<file path="config.mk">
export PLATFORM = sky130hd
export DESIGN_NAME = pad_merge_charge_centroid
export DESIGN_NICKNAME = d
export VERILOG_FILES = /design/src/rtl/cmc_pkg.sv /design/src/rtl/pad_merge_charge_centroid.sv /design/src/rtl/cmc_lane.sv /design/src/rtl/cmc_merge.sv /design/src/rtl/cmc_div.sv
export SDC_FILE = /design/constraint.sdc
export NUM_CORES = 2
export LEC_CHECK = 0
export ABC_AREA = 1
export BUFFER_PORTS_ARGS = -buffer_cell sky130_fd_sc_hd__buf_2
export CAP_MARGIN = 20
export CORE_ASPECT_RATIO = 1.4
export CORE_UTILIZATION = 45
export DETAILED_ROUTE_END_ITERATION = 7
export MAX_ROUTING_LAYER = met4
export PLACE_DENSITY_LB_ADDON = 0.08
export SYNTH_ARGS = -nofsm -noshare
export SYNTH_HDL_FRONTEND = slang
export SYNTH_SLANG_ARGS = --single-unit
</file>
<file path="constraint.sdc">
create_clock -name i_clk -period 9.35 [get_ports i_clk]
set_input_delay 0 -clock i_clk [delete_from_list [all_inputs] [get_ports i_clk]]
set_output_delay 0 -clock i_clk [all_outputs]
set_load 0.05 [all_outputs]
</file>
<file path="src/rtl/cmc_pkg.sv">
// Shared constants, types and helper functions for the pad merge charge centroid block.
package cmc_pkg;

    localparam int unsigned COLUMNS_DEF = 300;
    localparam int unsigned ROWS        = 10;
    localparam int unsigned PADS        = 5;
    localparam int unsigned PAD_IDX_W   = $clog2(PADS);
    localparam int unsigned ROW_W       = 16;
    localparam int unsigned SUM_W       = 26;
    localparam int unsigned TOT_W       = SUM_W + 3;
    localparam int unsigned CTR_W       = 9;
    localparam int unsigned WGT_W       = SUM_W + CTR_W + 3;
    localparam int unsigned DIV_W       = WGT_W;
    localparam int unsigned QUO_W       = 20;
    localparam int unsigned STEP_W      = $clog2(QUO_W + 1);
    localparam int unsigned CFG_W       = 9;
    localparam int unsigned CFG_SPAN    = 2 ** CFG_W;
    localparam int unsigned X_W         = 10;
    localparam int unsigned Y_W         = 14;
    localparam int unsigned E_W         = 20;
    localparam int unsigned GI_W        = 9;
    localparam int unsigned DATA_W      = 32;
    localparam int unsigned ADDR_W      = 3;

    localparam logic [CFG_W-1:0]  FALLBACK_GROUP = CFG_W'(10);
    localparam int unsigned       HALF_PITCH_UM  = 25;
    localparam int unsigned       COL_PITCH_UM   = 50;
    localparam logic signed [X_W-1:0] EMPTY_X_UM = -X_W'(100);
    localparam logic [STEP_W-1:0] X_STEPS        = STEP_W'(9);
    localparam logic [STEP_W-1:0] E_STEPS        = STEP_W'(QUO_W);

    localparam logic REG_COLS_PER_GROUP = 1'b0;

    typedef struct packed {
        logic add;
        logic clr;
    } t_lane_ctl;

    typedef struct packed {
        logic              start;
        logic [STEP_W-1:0] steps;
    } t_div_req;

    function automatic logic [CTR_W-1:0] pad_centre(input logic [PAD_IDX_W-1:0] idx);
        logic [CTR_W-1:0] c;
        case (idx)
            3'd0:    c = CTR_W'(25);
            3'd1:    c = CTR_W'(125);
            3'd2:    c = CTR_W'(225);
            3'd3:    c = CTR_W'(325);
            3'd4:    c = CTR_W'(425);
            default: c = '0;
        endcase
        return c;
    endfunction

    function automatic logic [CFG_SPAN-1:0] divisor_mask(input int unsigned cols);
        logic [CFG_SPAN-1:0] m;
        int unsigned         acc;
        m = '0;
        for (int unsigned r = 1; r < CFG_SPAN; r++) begin
            acc = r;
            while (acc < cols) begin
                acc = acc + r;
            end
            m[r] = (acc == cols);
        end
        return m;
    endfunction

endpackage

</file>
<file path="src/rtl/pad_merge_charge_centroid.sv">
// Top level of the pad merge charge centroid block: lanes, merge, divider and control.
//
// Input channel (i_valid / o_stall) carries one pixel column of ten row
// charges per word; output channel (o_valid / i_stall) carries one hit per
// completed column group. Row pairs feed five pad lanes that accumulate in
// parallel, one column per cycle while o_stall is low. The cols_per_group
// register at byte address 0 is sampled when the first column of a track
// arrives; a value that is zero or does not divide COLUMNS selects groups
// of ten. A column that does not close a group does not stall the input.
// The column that closes a group holds the input while the merge stage
// walks the five lanes, the shared divider forms the x centroid and then
// the charge per column, and the output register is loaded; the load waits
// while that register holds a hit that a stalled receiver has not taken.
// An empty group skips the divider. Columns past the last whole group of
// a track are consumed without effect. The hit sits in an output register,
// so the next column is taken while it waits; a stalled receiver blocks
// the block only when a second hit is ready. Reset clears the pad sums,
// the counters and the output valid, and loads a group size of ten.
module pad_merge_charge_centroid #(
    parameter int unsigned COLUMNS = cmc_pkg::COLUMNS_DEF
) (
    input  logic                               i_clk,
    input  logic                               i_rst_n,
    input  logic                               i_valid,
    output logic                               o_stall,
    input  logic [cmc_pkg::ROW_W-1:0]          i_charge_row0,
    input  logic [cmc_pkg::ROW_W-1:0]          i_charge_row1,
    input  logic [cmc_pkg::ROW_W-1:0]          i_charge_row2,
    input  logic [cmc_pkg::ROW_W-1:0]          i_charge_row3,
    input  logic [cmc_pkg::ROW_W-1:0]          i_charge_row4,
    input  logic [cmc_pkg::ROW_W-1:0]          i_charge_row5,
    input  logic [cmc_pkg::ROW_W-1:0]          i_charge_row6,
    input  logic [cmc_pkg::ROW_W-1:0]          i_charge_row7,
    input  logic [cmc_pkg::ROW_W-1:0]          i_charge_row8,
    input  logic [cmc_pkg::ROW_W-1:0]          i_charge_row9,
    output logic                               o_valid,
    input  logic                               i_stall,
    output logic signed [cmc_pkg::X_W-1:0]     o_x_um,
    output logic [cmc_pkg::Y_W-1:0]            o_y_um,
    output logic [cmc_pkg::E_W-1:0]            o_energy_per_col,
    output logic                               o_hit_found,
    output logic [cmc_pkg::GI_W-1:0]           o_group_index,
    output logic                               o_last_of_track,
    input  logic                               psel,
    input  logic                               penable,
    input  logic                               pwrite,
    input  logic [cmc_pkg::ADDR_W-1:0]         paddr,
    input  logic [cmc_pkg::DATA_W-1:0]         pwdata,
    output logic [cmc_pkg::DATA_W-1:0]         prdata,
    output logic                               pready
);

    localparam int unsigned CW = $clog2(COLUMNS);
    localparam int unsigned SW = ((CW > cmc_pkg::CFG_W) ? CW : cmc_pkg::CFG_W) + 2;
    localparam logic [cmc_pkg::CFG_SPAN-1:0] DIV_MASK = cmc_pkg::divisor_mask(COLUMNS);

    typedef enum logic [4:0] {
        ST_IDLE  = 5'b00001,
        ST_MERGE = 5'b00010,
        ST_DIVX  = 5'b00100,
        ST_DIVE  = 5'b01000,
        ST_DONE  = 5'b10000
    } t_state;

    t_state                        r_state;
    t_state                        n_state;

    logic [cmc_pkg::CFG_W-1:0]     r_cols_per_group;
    logic [cmc_pkg::CFG_W-1:0]     r_cfg_eff;
    logic [cmc_pkg::CFG_W-1:0]     r_group_size;
    logic [cmc_pkg::CFG_W-1:0]     r_cig;
    logic [CW-1:0]                 r_cit;
    logic [CW-1:0]                 r_gc;

    logic [cmc_pkg::GI_W-1:0]      r_h_gi;
    logic                          r_h_last;
    logic [cmc_pkg::CFG_W-1:0]     r_h_g;
    logic [cmc_pkg::Y_W-1:0]       r_h_y;
    logic signed [cmc_pkg::X_W-1:0] r_h_x;
    logic [cmc_pkg::E_W-1:0]       r_h_e;
    logic                          r_h_found;

    logic                          r_out_valid;
    logic signed [cmc_pkg::X_W-1:0] r_o_x;
    logic [cmc_pkg::Y_W-1:0]       r_o_y;
    logic [cmc_pkg::E_W-1:0]       r_o_e;
    logic                          r_o_found;
    logic [cmc_pkg::GI_W-1:0]      r_o_gi;
    logic                          r_o_last;

    logic                          cfg_wr;
    logic                          accept;
    logic [cmc_pkg::CFG_W-1:0]     g_cur;
    logic                          fits;
    logic                          active;
    logic                          group_end;
    logic                          track_end;
    logic                          last_group;
    logic [cmc_pkg::Y_W-1:0]       y_base;
    logic [cmc_pkg::Y_W-1:0]       y_cur;

    logic [cmc_pkg::ROW_W-1:0]     rows [cmc_pkg::ROWS];
    logic [cmc_pkg::SUM_W-1:0]     sums [cmc_pkg::PADS];
    cmc_pkg::t_lane_ctl            lane_ctl;

    logic                          merge_busy;
    logic [cmc_pkg::TOT_W-1:0]     total;
    logic [cmc_pkg::WGT_W-1:0]     weighted;

    cmc_pkg::t_div_req             div_req;
    logic [cmc_pkg::DIV_W-1:0]     div_num;
    logic [cmc_pkg::DIV_W-1:0]     div_den;
    logic                          div_busy;
    logic [cmc_pkg::QUO_W-1:0]     div_quo;
    logic                          out_load;

    // configuration port
    assign pready = 1'b1;
    assign cfg_wr = psel && penable && pwrite && pready
                    && (paddr[2] == cmc_pkg::REG_COLS_PER_GROUP);
    assign prdata = (paddr[2] == cmc_pkg::REG_COLS_PER_GROUP)
                    ? cmc_pkg::DATA_W'(r_cols_per_group) : '0;

    always_ff @(posedge i_clk) begin
        if (!i_rst_n) begin
            r_cols_per_group <= cmc_pkg::FALLBACK_GROUP;
            r_cfg_eff        <= cmc_pkg::FALLBACK_GROUP;
        end else if (cfg_wr) begin
            r_cols_per_group <= pwdata[cmc_pkg::CFG_W-1:0];
            r_cfg_eff        <= DIV_MASK[pwdata[cmc_pkg::CFG_W-1:0]]
                                ? pwdata[cmc_pkg::CFG_W-1:0] : cmc_pkg::FALLBACK_GROUP;
        end
    end

    // column bookkeeping
    assign o_stall    = (r_state != ST_IDLE);
    assign accept     = i_valid && !o_stall;
    assign g_cur      = (r_cit == '0) ? r_cfg_eff : r_group_size;
    assign fits       = (SW'(r_cit) + SW'(g_cur)) <= SW'(COLUMNS);
    assign active     = (r_cig == '0) ? fits : 1'b1;
    assign group_end  = active
                        && (({1'b0, r_cig} + 1'b1) == {1'b0, g_cur});
    assign track_end  = (r_cit == CW'(COLUMNS - 1));
    assign last_group = (SW'(r_cit) + SW'(g_cur) + 1'b1) > SW'(COLUMNS);
    assign y_base     = cmc_pkg::Y_W'(cmc_pkg::HALF_PITCH_UM)
                        + cmc_pkg::Y_W'(cmc_pkg::COL_PITCH_UM * r_gc);
    assign y_cur      = cmc_pkg::Y_W'(y_base * g_cur);

    always_ff @(posedge i_clk) begin
        if (!i_rst_n) begin
            r_group_size <= cmc_pkg::FALLBACK_GROUP;
            r_cig        <= '0;
            r_cit        <= '0;
            r_gc         <= '0;
        end else if (accept) begin
            if (r_cit == '0) begin
                r_group_size <= r_cfg_eff;
            end
            if (group_end) begin
                r_cig <= '0;
                r_gc  <= r_gc + 1'b1;
            end else if (active) begin
                r_cig <= r_cig + 1'b1;
            end
            if (track_end) begin
                r_cit <= '0;
                r_cig <= '0;
                r_gc  <= '0;
            end else begin
                r_cit <= r_cit + 1'b1;
            end
        end
    end

    always_ff @(posedge i_clk) begin
        if (accept && group_end) begin
            r_h_gi   <= cmc_pkg::GI_W'(r_gc);
            r_h_last <= last_group;
            r_h_g    <= g_cur;
            r_h_y    <= y_cur;
        end
    end

    // pad lanes
    assign rows[0] = i_charge_row0;
    assign rows[1] = i_charge_row1;
    assign rows[2] = i_charge_row2;
    assign rows[3] = i_charge_row3;
    assign rows[4] = i_charge_row4;
    assign rows[5] = i_charge_row5;
    assign rows[6] = i_charge_row6;
    assign rows[7] = i_charge_row7;
    assign rows[8] = i_charge_row8;
    assign rows[9] = i_charge_row9;

    assign lane_ctl.add = accept && active;
    assign lane_ctl.clr = (r_state == ST_MERGE) && !merge_busy;

    for (genvar p = 0; p < cmc_pkg::PADS; p++) begin : g_lane
        cmc_lane u_lane (
            .i_clk   (i_clk),
            .i_rst_n (i_rst_n),
            .i_ctl   (lane_ctl),
            .i_row_a (rows[2*p]),
            .i_row_b (rows[2*p+1]),
            .o_sum   (sums[p])
        );
    end

    cmc_merge u_merge (
        .i_clk      (i_clk),
        .i_rst_n    (i_rst_n),
        .i_start    (accept && group_end),
        .i_sums     (sums),
        .o_busy     (merge_busy),
        .o_total    (total),
        .o_weighted (weighted)
    );

    // divider sequencing
    always_comb begin
        div_req.start = 1'b0;
        div_req.steps = cmc_pkg::X_STEPS;
        div_num       = weighted;
        div_den       = cmc_pkg::DIV_W'(total);
        case (r_state)
            ST_MERGE: begin
                div_req.start = !merge_busy && (total != '0);
            end
            ST_DIVX: begin
                div_req.start = !div_busy;
                div_req.steps = cmc_pkg::E_STEPS;
                div_num       = cmc_pkg::DIV_W'(total);
                div_den       = cmc_pkg::DIV_W'(r_h_g);
            end
            default: begin
                div_req.start = 1'b0;
            end
        endcase
    end

    cmc_div u_div (
        .i_clk   (i_clk),
        .i_rst_n (i_rst_n),
        .i_req   (div_req),
        .i_num   (div_num),
        .i_den   (div_den),
        .o_busy  (div_busy),
        .o_quo   (div_quo)
    );

    assign out_load = (r_state == ST_DONE) && (!r_out_valid || !i_stall);

    always_comb begin
        n_state = r_state;
        case (r_state)
            ST_IDLE: begin
                if (accept && group_end) begin
                    n_state = ST_MERGE;
                end
            end
            ST_MERGE: begin
                if (!merge_busy) begin
                    n_state = (total != '0) ? ST_DIVX : ST_DONE;
                end
            end
            ST_DIVX: begin
                if (!div_busy) begin
                    n_state = ST_DIVE;
                end
            end
            ST_DIVE: begin
                if (!div_busy) begin
                    n_state = ST_DONE;
                end
            end
            ST_DONE: begin
                if (out_load) begin
                    n_state = ST_IDLE;
                end
            end
            default: begin
                n_state = ST_IDLE;
            end
        endcase
    end

    always_ff @(posedge i_clk) begin
        if (!i_rst_n) begin
            r_state <= ST_IDLE;
        end else begin
            r_state <= n_state;
        end
    end

    always_ff @(posedge i_clk) begin
        case (r_state)
            ST_MERGE: begin
                if (!merge_busy) begin
                    r_h_found <= (total != '0);
                    r_h_x     <= cmc_pkg::EMPTY_X_UM;
                    r_h_e     <= '0;
                end
            end
            ST_DIVX: begin
                if (!div_busy) begin
                    r_h_x <= cmc_pkg::X_W'(div_quo);
                end
            end
            ST_DIVE: begin
                if (!div_busy) begin
                    r_h_e <= cmc_pkg::E_W'(div_quo);
                end
            end
            default: begin
                r_h_found <= r_h_found;
            end
        endcase
    end

    // output word register
    always_ff @(posedge i_clk) begin
        if (!i_rst_n) begin
            r_out_valid <= 1'b0;
        end else if (out_load) begin
            r_out_valid <= 1'b1;
        end else if (!i_stall) begin
            r_out_valid <= 1'b0;
        end
    end

    always_ff @(posedge i_clk) begin
        if (out_load) begin
            r_o_x     <= r_h_x;
            r_o_y     <= r_h_y;
            r_o_e     <= r_h_e;
            r_o_found <= r_h_found;
            r_o_gi    <= r_h_gi;
            r_o_last  <= r_h_last;
        end
    end

    assign o_valid          = r_out_valid;
    assign o_x_um           = r_o_x;
    assign o_y_um           = r_o_y;
    assign o_energy_per_col = r_o_e;
    assign o_hit_found      = r_o_found;
    assign o_group_index    = r_o_gi;
    assign o_last_of_track  = r_o_last;

endmodule

</file>
<file path="src/rtl/cmc_lane.sv">
// One pad lane: merges a row pair and accumulates the pad charge over a group.
module cmc_lane (
    input  logic                        i_clk,
    input  logic                        i_rst_n,
    input  cmc_pkg::t_lane_ctl          i_ctl,
    input  logic [cmc_pkg::ROW_W-1:0]   i_row_a,
    input  logic [cmc_pkg::ROW_W-1:0]   i_row_b,
    output logic [cmc_pkg::SUM_W-1:0]   o_sum
);

    logic [cmc_pkg::SUM_W-1:0] r_sum;
    logic [cmc_pkg::SUM_W-1:0] n_sum;
    logic [cmc_pkg::ROW_W:0]   pair;

    assign pair = {1'b0, i_row_a} + {1'b0, i_row_b};

    always_comb begin
        n_sum = r_sum;
        if (i_ctl.clr) begin
            n_sum = '0;
        end else if (i_ctl.add) begin
            n_sum = r_sum + cmc_pkg::SUM_W'(pair);
        end
    end

    always_ff @(posedge i_clk) begin
        if (!i_rst_n) begin
            r_sum <= '0;
        end else begin
            r_sum <= n_sum;
        end
    end

    assign o_sum = r_sum;

endmodule

</file>
<file path="src/rtl/cmc_merge.sv">
// Merge stage: walks the lanes and forms the group total and position-weighted sum.
module cmc_merge (
    input  logic                        i_clk,
    input  logic                        i_rst_n,
    input  logic                        i_start,
    input  logic [cmc_pkg::SUM_W-1:0]   i_sums [cmc_pkg::PADS],
    output logic                        o_busy,
    output logic [cmc_pkg::TOT_W-1:0]   o_total,
    output logic [cmc_pkg::WGT_W-1:0]   o_weighted
);

    logic                            r_busy;
    logic [cmc_pkg::PAD_IDX_W-1:0]   r_idx;
    logic [cmc_pkg::TOT_W-1:0]       r_total;
    logic [cmc_pkg::WGT_W-1:0]       r_weighted;
    logic [cmc_pkg::SUM_W-1:0]       cur;
    logic [cmc_pkg::SUM_W+cmc_pkg::CTR_W-1:0] prod;

    assign cur  = i_sums[r_idx];
    assign prod = cur * cmc_pkg::pad_centre(r_idx);

    always_ff @(posedge i_clk) begin
        if (!i_rst_n) begin
            r_busy <= 1'b0;
            r_idx  <= '0;
        end else if (i_start) begin
            r_busy <= 1'b1;
            r_idx  <= '0;
        end else if (r_busy) begin
            if (r_idx == cmc_pkg::PAD_IDX_W'(cmc_pkg::PADS - 1)) begin
                r_busy <= 1'b0;
                r_idx  <= '0;
            end else begin
                r_idx <= r_idx + 1'b1;
            end
        end
    end

    always_ff @(posedge i_clk) begin
        if (i_start) begin
            r_total    <= '0;
            r_weighted <= '0;
        end else if (r_busy) begin
            r_total    <= r_total + cmc_pkg::TOT_W'(cur);
            r_weighted <= r_weighted + cmc_pkg::WGT_W'(prod);
        end
    end

    assign o_busy     = r_busy;
    assign o_total    = r_total;
    assign o_weighted = r_weighted;

endmodule

</file>
<file path="src/rtl/cmc_div.sv">
// Shared restoring divider, one quotient bit per cycle, for a known quotient width.
module cmc_div (
    input  logic                        i_clk,
    input  logic                        i_rst_n,
    input  cmc_pkg::t_div_req           i_req,
    input  logic [cmc_pkg::DIV_W-1:0]   i_num,
    input  logic [cmc_pkg::DIV_W-1:0]   i_den,
    output logic                        o_busy,
    output logic [cmc_pkg::QUO_W-1:0]   o_quo
);

    logic [cmc_pkg::STEP_W-1:0] r_cnt;
    logic [cmc_pkg::DIV_W-1:0]  r_rem;
    logic [cmc_pkg::DIV_W-1:0]  r_den;
    logic [cmc_pkg::QUO_W-1:0]  r_quo;
    logic                       fit;

    assign fit = (r_rem >= r_den);

    always_ff @(posedge i_clk) begin
        if (!i_rst_n) begin
            r_cnt <= '0;
        end else if (i_req.start) begin
            r_cnt <= i_req.steps;
        end else if (r_cnt != '0) begin
            r_cnt <= r_cnt - 1'b1;
        end
    end

    always_ff @(posedge i_clk) begin
        if (i_req.start) begin
            r_rem <= i_num;
            r_den <= i_den << (i_req.steps - 1'b1);
            r_quo <= '0;
        end else if (r_cnt != '0) begin
            if (fit) begin
                r_rem <= r_rem - r_den;
            end
            r_den <= r_den >> 1;
            r_quo <= {r_quo[cmc_pkg::QUO_W-2:0], fit};
        end
    end

    assign o_busy = (r_cnt != '0);
    assign o_quo  = r_quo;

endmodule

</file>
==> flow_metrics.py <==
metrics = {
    "global_routing": {
        "grt_pass1_vias": 37900,
        "antenna_found_initial": 2,
        "track_usage_pct": 28.2,
        "grt_pass1_wl_mm": 204,
        "grt_max_degree": 146,
        "overflow": 0,
    },
    "timing": {
        "period_share_pct": 84.3,
        "whs_ps": 35.6,
        "slew_viol_final": 0,
        "setup_viol": 0,
        "post-route-min-period_ps": 7880,
        "rsz0062_at_grt": "no",
        "clock.fmax_mhz": 127,
        "timing.slew.headroom_pct": 28.7,
        "worst_pin_slew_ps": 1070,
        "setup_tns_ps": 0,
        "skew_ps": 39.4,
        "hold_viol": 0,
    },
    "clocking": {
        "root_buffer": "clkbuf_16",
        "htree_num_levels": 2,
        "clockBufferDepth": 3,
        "cts_resized": 0,
        "cts_buffers": 54,
        "cts_setup_buffers": 0,
        "cts_tree": "done",
        "clock_sinks": 480,
        "clk_latency_ps": 660,
        "cts_hold_buffers": 49,
        "clk_pin_slew_ps": 70,
    },
    "synth": {
        "synth_top_family_by_area": "adder cells",
        "synth_most_common_cell": "inv_1",
        "synth_area_leaders": "fa_1, edfxtp_1, dfxtp_1",
        "ys_types": 62,
        "synth-simple-area-share_pct": 19.5,
        "synth_flop_cell": "dfxtp_1",
        "avgSynthCellArea_um2": 7.65,
        "ys_warn_count": 0,
        "synth.mux.area_fraction_pct": 0,
        "synth_edf_count": 194,
        "synth_compound_area_share_pct": 15.2,
        "synth_area_um2": 42500,
        "synth_xor_area_share_pct": 3.28,
        "seq_area_frac_synth_pct": 27.2,
        "syn_inst": 5556,
        "synth_top_area_share_pct": 15.0,
        "synth_seq_cells": 480,
        "yosys.area_share.adder_pct": 24.2,
        "synth_largest_area_cell": "fa_1",
        "async_flop_share_pct": 0,
        "synth_commonest_cells": "inv_1, nand2_1, nor2_1",
    },
    "min_path": {
        "hp-class": "in2reg",
    },
    "pwr": {
        "power.share.combinational_pct": 61.3,
        "total_power_w": 0.0149,
        "pwr-share-clk_pct": 15.8,
        "internal_power_w": 0.00749,
        "switching_share_pct": 49.9,
        "p_leak_nw": 22.2,
        "p_seq_share_pct": 22.9,
        "p_per_area_nw_per_um2": 316,
        "switching_power_w": 0.00745,
        "ir_drop_uv": 199,
    },
    "layout": {
        "n_fill_cell": 9296,
        "area_delta_synth_final_pct": 11.1,
        "finish.instance_area_um2": 47200,
        "drive_above_1_share_pct": 7.94,
        "nNetsFinal": 6605,
        "final_util_pct": 50.4,
    },
    "floorplan": {
        "dieArea_um2": 95700,
        "die_h_um": 366,
        "io_pins": 292,
        "start_util_pct": 45.4,
        "die_w_um": 262,
        "rows": 133,
        "core_area_um2": 93700,
    },
    "worst_setup_path": {
        "cp.arrival_ps": 8480,
        "startpoint_type": "flop",
        "slowest_delay_ps": 660,
        "end_kind": "flop",
        "crit_required_ps": 9950,
        "crit_fanout": 46,
        "critPathKind": "reg2reg",
        "cp_slowest_cell": "clkinv_1",
        "cp_common_cell": "inv_1",
    },
    "placement": {
        "hpwl_mm": 103,
        "gp_congestion": 0.982,
        "numPortBuffers": 242,
        "place_area_um2": 44800,
    },
    "detailed_routing": {
        "vias": 37500,
        "drc_errors": 0,
        "drtPass1Iterations": 6,
        "wl_per_cell_um": 18.4,
        "routed_wl_mm": 130,
        "drt_iter0_drc": 2189,
        "ant_nets": 0,
        "viasPerCell": 5.34,
    },
    "outcome": {
        "status": "finished, final reports clean",
    },
    "flow_run": {
        "cap_violations": 0,
    },
}
-- state kept, by name (all words and copies together), names as in the netlist, 10 cells and up --
name / cells
g_lane.u_lane.o_sum: 130
o_energy_per_col: 20
o_x_um: 10
o_y_um: 14
r_h_e: 20
r_h_x: 10
r_h_y: 13
u_div.o_quo: 20
u_div.r_den: 38
u_div.r_rem: 38
u_merge.o_total: 29
u_merge.o_weighted: 38
-- worst max-delay path: cells and delay by family, from the launching register on --
family	cells	cell delay (ps)
flops	1	320
compound gates	5	1270
simple gates	8	1180
xor+xnor	1	160
buf+inv	9	1900
fa+ha+maj	7	2980
-- through the flow --
step	setup slack [ps]	std cells
after detailed placement	1680	6882
after floorplan	1710	5579
final	1470	7035
after global placement	1720	6882
after CTS	1650	7032
after global routing	975	7034
-- cell type report --
class | instances | area (um^2) | area share [%]
sequential | 480 | 11600 | 24.5
timing repair buffer | 329 | 1990 | 4.22
tap | 1215 | 1520 | 3.22
clock inverter | 31 | 443 | 0.938
multi-input combinational | 3930 | 26500 | 56.2
inverter | 978 | 3680 | 7.79
antenna | 2 | 5.00 | 0.0106
clock buffer | 70 | 1510 | 3.20
-- layout by cell type (no fill, tap or decap), drive strengths merged, types with 13 or more instances in the layout --
| cell type | count |
|---|---|
| a21o | 13 |
| a21oi | 525 |
| a221o | 15 |
| a22oi | 15 |
| a31oi | 33 |
| and2 | 23 |
| buf | 280 |
| clkbuf | 70 |
| clkinv | 21 |
| conb | 25 |
| dfxtp | 286 |
| dlygate4sd3 | 49 |
| edfxtp | 194 |
| fa | 319 |
| ha | 311 |
| inv | 975 |
| nand2 | 945 |
| nand3 | 253 |
| nand3b | 19 |
| nand4 | 59 |
| nor2 | 569 |
| nor3 | 55 |
| nor4 | 14 |
| o211ai | 37 |
| o21a | 19 |
| o21ai | 378 |
| o21bai | 22 |
| o221ai | 31 |
| o22ai | 27 |
| or2 | 23 |
| xnor2 | 47 |
| xor2 | 112 |
-- layer usage --
layer  routed length [um]  GRT usage (%)  vias to the layer above
li1                     -              -                    18500
met1                53200           32.3                    17900
met2                66200           50.3                      882
met3                 4650           2.30                      241
met4                 5800           11.4                        0
met5                    0              -                        -
-- worst paths after layout --
kind,end,slack [ps],cells after the start,from
worst min-delay path,g_lane[4].u_lane.o_sum[12],40,5,i_charge_row9[12]
worst min register to register,o_x_um[9],420,0,r_h_x[9]
worst max register to register,u_merge.o_weighted[27],1470,30,u_merge.r_idx[0]
worst max-delay path,u_merge.o_weighted[27],1470,30,u_merge.r_idx[0]
-- kinds of logic (layout without fill, tap and decap cells) --
| group | count (synthesis) | in the layout |
|---|---|---|
| flops | 480 | 480 |
| fa+ha+maj | 630 | 630 |
| xor+xnor | 159 | 159 |
| other cells | 2 | 27 |
| buf+inv | 1169 | 1408 |
| compound gates | 1150 | 1150 |
| simple gates | 1966 | 1966 |
-- power by group through the flow --
stage,logic [W],clock network [W],registers (W)
floorplan,0.00672,0,0.00330
global placement,0.00895,0,0.00346
detailed placement,0.00903,0,0.00347
CTS,0.00913,0.00242,0.00343
global route,0.0104,0.00250,0.00348
finish,0.00916,0.00236,0.00343
Note: power is estimated with default switching activity, not from simulation.
